--- config.mk ---
export PLATFORM = sky130hd
export DESIGN_NAME = ppc_div
export DESIGN_NICKNAME = d
export VERILOG_FILES = /design/src/hw/rtl/ppc_pkg.sv /design/src/hw/rtl/ppc_div.sv
export SDC_FILE = /design/constraint.sdc
export NUM_CORES = 2
export LEC_CHECK = 0
export BUFFER_PORTS_ARGS = -buffer_cell sky130_fd_sc_hd__buf_2
export CORE_UTILIZATION = 60
export CTS_CLUSTER_DIAMETER = 50
export DETAILED_ROUTE_END_ITERATION = 16
export HOLD_SLACK_MARGIN = 0.03
export PLACE_DENSITY = 0.78
export SKIP_CTS_REPAIR_TIMING = 1
export SYNTH_ARGS = -nofsm -noshare
export SYNTH_HDL_FRONTEND = slang
export SYNTH_SLANG_ARGS = --single-unit
export TNS_END_PERCENT = 20
--- constraint.sdc ---
create_clock -name clock -period 5.1 [get_ports clock]
set_input_delay 1.02 -clock clock [delete_from_list [all_inputs] [get_ports clock]]
set_output_delay 1.02 -clock clock [all_outputs]
set_load 0.005 [all_outputs]
--- src/hw/rtl/ppc_pkg.sv ---
package ppc_pkg;

   // Field widths.
   localparam int POS_W  = 32;
   localparam int GAIN_W = 24;
   localparam int LIM_W  = 31;
   localparam int CSR_ADDR_W = 3;
   localparam int CSR_DATA_W = 32;

   // Reset values of the control registers.
   localparam logic [GAIN_W-1:0] GAIN_RST = 24'd32768;
   localparam logic [LIM_W-1:0]  LIMIT_RST = 31'd9830;
   localparam logic [LIM_W-1:0]  TOL_RST = 31'd1311;

   // Square root and divider geometry.
   localparam int SQRT_ROOT_W = 32;
   localparam int DIV_QUO_W   = 31;
   localparam int DIV_DEN_W   = 32;

   // Register map.
   typedef enum logic [CSR_ADDR_W-1:0] {
      CSR_TARGET_X = 3'd0,
      CSR_TARGET_Y = 3'd1,
      CSR_GAIN     = 3'd2,
      CSR_LIMIT    = 3'd3,
      CSR_TOL      = 3'd4
   } csr_idx_type;

endpackage

--- src/hw/rtl/ppc_div.sv ---
module ppc_div #(
   parameter int QUO_W = ppc_pkg::DIV_QUO_W,
   parameter int DEN_W = ppc_pkg::DIV_DEN_W
) (
   input  logic                 clock,
   input  logic                 en,
   input  logic [2*QUO_W-1:0]   num_in,
   input  logic [DEN_W-1:0]     den_in,
   output logic [QUO_W-1:0]     quo_out
);
   import ppc_pkg::*;

   // The upper half of the dividend is below the divisor, so the quotient
   // fits in QUO_W bits and is built one bit per stage.
   logic [DEN_W-1:0] rem_ff [QUO_W];
   logic [DEN_W-1:0] den_ff [QUO_W];
   logic [QUO_W-1:0] low_ff [QUO_W];
   logic [QUO_W-1:0] quo_ff [QUO_W];

   for (genvar i = 0; i < QUO_W; i++) begin : g_stage
      logic [DEN_W-1:0] rem_prev;
      logic [DEN_W-1:0] den_prev;
      logic [QUO_W-1:0] low_prev;
      logic [QUO_W-1:0] quo_prev;
      logic [DEN_W:0]   cur;
      logic [DEN_W:0]   diff;
      logic             take;

      if (i == 0) begin : g_first
         assign rem_prev = DEN_W'(num_in[2*QUO_W-1:QUO_W]);
         assign den_prev = den_in;
         assign low_prev = num_in[QUO_W-1:0];
         assign quo_prev = '0;
      end else begin : g_next
         assign rem_prev = rem_ff[i-1];
         assign den_prev = den_ff[i-1];
         assign low_prev = low_ff[i-1];
         assign quo_prev = quo_ff[i-1];
      end

      // Shift in the next dividend bit and subtract when it fits.
      always_comb begin
         cur  = {rem_prev, low_prev[QUO_W-1]};
         diff = cur - {1'b0, den_prev};
         take = (cur >= {1'b0, den_prev});
      end

      always_ff @(posedge clock) begin
         if (en) begin
            rem_ff[i] <= take ? diff[DEN_W-1:0] : cur[DEN_W-1:0];
            den_ff[i] <= den_prev;
            low_ff[i] <= {low_prev[QUO_W-2:0], 1'b0};
            quo_ff[i] <= {quo_prev[QUO_W-2:0], take};
         end
      end
   end

   assign quo_out = quo_ff[QUO_W-1];

endmodule

### Yosys cells after proc, flatten, opt, wreduce, memory -nomap -nowiden

Memory sizes are Yosys's and may differ from the RTL's.
Index checks and enable logic that the tools add are counted.

| operators by class | value |
|---|---|
| magnitude comparators | 31 |
| multiplexer cells | 33 |
| add/subtract/negate cells | 31 |

Operator list:

| kind | count |
|---|---|
| $mux 32 | 31 |
| $sub 32x32->32 | 31 |
| $ge 33x32->1 | 30 |
| $ge 32x32->1 | 1 |
| $mux 1 | 2 |

| word-level totals | value |
|---|---|
| word-level logic and storage cells | 99 |
| bits in writable memories | 3875 |
| bits in registers | 0 |
| output and inout bits | 31 |
| memories kept | 4 |

Memories:

| memory | words | width | read ports | clocked after memory_dff | wr ports | RTL line | RTL |
|---|---|---|---|---|---|---|---|
| den_ff | 31 | 32 | 30 | 0 | 31 | ppc_div.sv:16 | `logic [DEN_W-1:0] den_ff [QUO_W];` |
| rem_ff | 31 | 32 | 30 | 0 | 31 | ppc_div.sv:15 | `logic [DEN_W-1:0] rem_ff [QUO_W];` |
| quo_ff | 31 | 31 | 31 | 0 | 31 | ppc_div.sv:18 | `logic [QUO_W-1:0] quo_ff [QUO_W];` |
| low_ff | 31 | 30 | 30 | 0 | 31 | ppc_div.sv:17 | `logic [QUO_W-1:0] low_ff [QUO_W];` |

### Longest topological paths before layout

An unclocked memory read counts as a cell.

| depth | value |
|---|---|
| word-level depth | 3 |
| depth in mapped cells | 16 |

### Worst setup path after synthesis

No wires, ideal clock.

| timing | value |
|---|---|
| path type | input to register |
| start | input num_in[30] |
| end | memory rem_ff[0][13] (netlist name), data pin |
| path buffers | 2 |
| stages | 15 |
| arrival | 3.603 ns |
| library setup time | 0.270 ns |
| setup slack | 1.227 ns |
| path through | inv_1 ha_1 fa_1 nor2b_1 o21ai_0 a21boi_0 o21ai_0 nand3_1 nand2_1 nand4_1 a21oi_1 o21ai_1 clkbuf_1 buf_1 a21oi_1 |

RTL lines:

| element | RTL line | RTL |
|---|---|---|
| start, declared | ppc_div.sv:7 | `input logic [2*QUO_W-1:0] num_in,` |
| end, declared | ppc_div.sv:15 |  |

==> results.json <==
{
  "finalCritPeriodShare": 0.8592,
  "ys_warn_count": 0,
  "seqCellArea_sq_um": 86510,
  "multiInputGateArea_sq_um": 57220,
  "core_sq_um": 246600,
  "ys_seq_area_frac": 0.5791,
  "min_period_ps": 4382,
  "crit_type": "flip-flop to flip-flop",
  "initial_utilization": 0.6057,
  "hold_viol": 0,
  "drtIter0Drc": 8733,
  "maxCapViolations": 0,
  "clk_pin_slew_ps": 60,
  "layout-drive-gt1-share": 0.09514,
  "rsz0062_at_grt": "false",
  "wl_um": 351600,
  "yosys_register_bits": 2881,
  "drc": 0,
  "gp_congestion": 0.9467,
  "fillers": 17930,
  "rows": 182,
  "grt_pass1_vias": 94880,
  "vias_per_cell": 5.945,
  "synth-async-reset-ratio": 0,
  "fin_skew_ps": 71.99,
  "cts_buffers": 354,
  "syn_nets": 13530,
  "clock-sinks": 2881,
  "vias": 96950,
  "gr-total-overflow": 0,
  "grt_start_max_net_pins": 129,
  "worstMarginPinSlew_ps": 1060,
  "switching_share": 0.3708,
  "first_pass_iters": 6,
  "ir_drop_uv": 398.8,
  "report.power.total_mw": 109.1,
  "wl_per_cell_um": 21.56,
  "cts_root_buf": "clkbuf_16",
  "cp.required_ps": 5760,
  "synth_cells": 12410,
  "p_comb_frac": 0.422,
  "ys_types": 107,
  "ant_nets": 0,
  "die_x_um": 501.0,
  "slew_viol_final": 0,
  "antenna_found_initial": 11,
  "htree_levels": 5,
  "synth_edf_count": 2881,
  "dieArea_sq_um": 251000,
  "grt_pass1_wl_um": 540700,
  "status": "complete, no violations",
  "cp_data_arrival_time_ps": 5040,
  "worstSkewPairLatency_ps": 950,
  "worst-path-max-fanout": 43,
  "portBuffers": 126,
  "area_delta_synth_final_pct": 11.02,
  "internal_power_mw": 68.64,
  "fmax_mhz": 228.2,
  "p_clk_frac": 0.226,
  "slew_headroom": 0.2934,
  "synth_area_sq_um": 149400,
  "net-switching-power_mw": 40.45,
  "power.leakage_nw": 67.42,
  "power.density_nw_per_um2": 657.8,
  "critPathCaptureType": "flip-flop",
  "nets": 13840,
  "min_path_type": "primary input to flip-flop",
  "die_h_um": 501.0,
  "start_kind": "flip-flop",
  "pin_count": 127,
  "tns_ps": 0,
  "setup_viol": 0,
  "synth.avg_cell_area_sq_um": 12.04,
  "cts_tree": "done",
  "seq_power_share": 0.352,
  "grt_usage": 0.2776,
  "synthFlopType": "edfxtp_1",
  "dp_hpwl_um": 259600,
  "clockBufferDepth": 4
}
cell type report:
class	instances	area share
antenna	4	0.00006036
clock buffer	402	0.05476
clock inverter	229	0.01451
inverter	1240	0.02807
multi-input combinational	8010	0.3450
sequential	2881	0.5217
tap	3312	0.02499
timing repair buffer	230	0.01094
worst paths after layout:
kind	start	endpoint	slack, ps	cells after the start
max	den_ff[1][225]	rem_ff[1][262]	720	13
max reg2reg	den_ff[1][225]	rem_ff[1][262]	720	13
min reg2reg	quo_ff[0][471]	quo_ff[1][7]	360	0
min	num_in[8]	low_ff[0][8]	250	1
logic make-up (layout without fill, tap and decap cells):
kind of cell	count (synthesis)	after routing	share of synthesized area
AO/OA/AOI/OAI	3242	3242	0.1357
flip-flops	2881	2881	0.5791
AND/OR/NAND/NOR	2511	2511	0.07964
buffers and inverters	1519	2101	0.03906
adder cells (fa/ha/maj)	1022	1022	0.08711
XOR/XNOR	807	807	0.04732
multiplexers	428	428	0.03207
other	0	4	0
synth_stat cells (18+ instances only):
cell | count | area share
and2_1 | 43 | 0.0018
a211o_1 | 28 | 0.0016
mux2_1 | 34 | 0.0026
mux2i_1 | 32 | 0.0021
a31o_2 | 26 | 0.0015
a211oi_1 | 59 | 0.0030
or2_2 | 19 | 0.00080
clkbuf_1 | 227 | 0.0057
a31oi_1 | 96 | 0.0040
a21o_1 | 572 | 0.029
nand3_1 | 167 | 0.0056
and3_1 | 80 | 0.0034
nor2b_1 | 173 | 0.0072
a21oi_1 | 941 | 0.032
o31a_1 | 27 | 0.0016
o21bai_1 | 121 | 0.0061
a21boi_0 | 41 | 0.0021
o21a_1 | 122 | 0.0061
nor3_1 | 102 | 0.0034
mux2_2 | 359 | 0.027
or3_1 | 39 | 0.0016
nor2_1 | 584 | 0.015
nand4_1 | 175 | 0.0073
o211ai_1 | 34 | 0.0017
nand2_1 | 882 | 0.022
xor2_1 | 331 | 0.019
a41oi_1 | 21 | 0.0012
buf_2 | 31 | 0.0010
and4_1 | 26 | 0.0015
a41o_1 | 18 | 0.0012
fa_1 | 30 | 0.0040
nand2b_1 | 132 | 0.0055
o21ai_0 | 848 | 0.028
xnor2_1 | 476 | 0.028
inv_1 | 1238 | 0.031
nor4_1 | 28 | 0.0012
edfxtp_1 | 2881 | 0.58
a221oi_1 | 19 | 0.0011
ha_1 | 992 | 0.083
o31ai_1 | 75 | 0.0038
registers in the layout, indices dropped and copies added, names as in the netlist:
register  flops
low_ff      465
den_ff      960
rem_ff      960
quo_ff      496
critical path: stages, from the launching register on:
cell       delay, ps
edfxtp_1         430
inv_1             90
ha_1             230
nor2b_1          150
o31a_1           290
o311a_1          350
o41ai_2          480
o21ai_1          250
o21ai_2          230
a2111oi_0        160
o311a_1          380
a21bo_1          350
buf_4            350
mux2_2           340
metal layers:
metal  GRT usage  wire [um]  vias up
met5           0          0        -
met4     0.08843      11610        0
met3     0.03581      19190      755
met2      0.4821     175000     2983
met1      0.3606     145800    46820
li1            -          -    46390
per-stage QoR:
stage / utilization / area [sq um] / hold WS [ps] / setup slack, ps / cells
6_report: 0.6725 / 165800 / 246.4 / 718.1 / 16310
5_1_grt: 0.6724 / 165800 / 179.3 / 453.5 / 16310
4_1_cts: 0.6724 / 165800 / 174.2 / 786.4 / 16300
3_5_place_dp: 0.6258 / 154300 / 404.5 / 863.2 / 15670
3_3_place_gp: 0.6258 / 154300 / 400.1 / 940.1 / 15670
2_1_floorplan: - / 149400 / 400.3 / 1227 / 12410
power by group through the flow:
stage	registers, mW	clock network [mW]	logic [mW]
2_1_floorplan	36.3	0	35.1
3_3_place_gp	38.8	0	44.3
3_5_place_dp	38.8	0	45.2
4_1_cts	38.5	25.1	45.7
5_1_grt	38.8	26.0	50.9
6_report	38.4	24.7	46.0
cell usage in the layout (no fill, tap or decap), types with 43 or more instances in the layout:
cell / Yosys / routed
nor2_1: 584 / 583
o21a_1: 122 / 122
nor2b_1: 173 / 173
clkbuf_16: 0 / 356
mux2_2: 359 / 359
buf_2: 31 / 125
nand4_1: 175 / 175
o31ai_1: 75 / 74
o21bai_1: 121 / 121
and2_1: 43 / 43
ha_1: 992 / 992
nand2_1: 882 / 882
nor3_1: 102 / 102
a21oi_1: 941 / 937
nand2b_1: 132 / 132
edfxtp_1: 2881 / 2881
clkinv_1: 1 / 45
a211oi_1: 59 / 59
buf_4: 5 / 73
xnor2_1: 476 / 476
inv_1: 1238 / 1238
and3_1: 80 / 80
a31oi_1: 96 / 96
inv_6: 0 / 43
xor2_1: 331 / 331
o21ai_0: 848 / 848
a21o_1: 572 / 572
nand3_1: 167 / 167
clkbuf_1: 227 / 46
No activity file was read; power rests on OpenSTA's default activity.
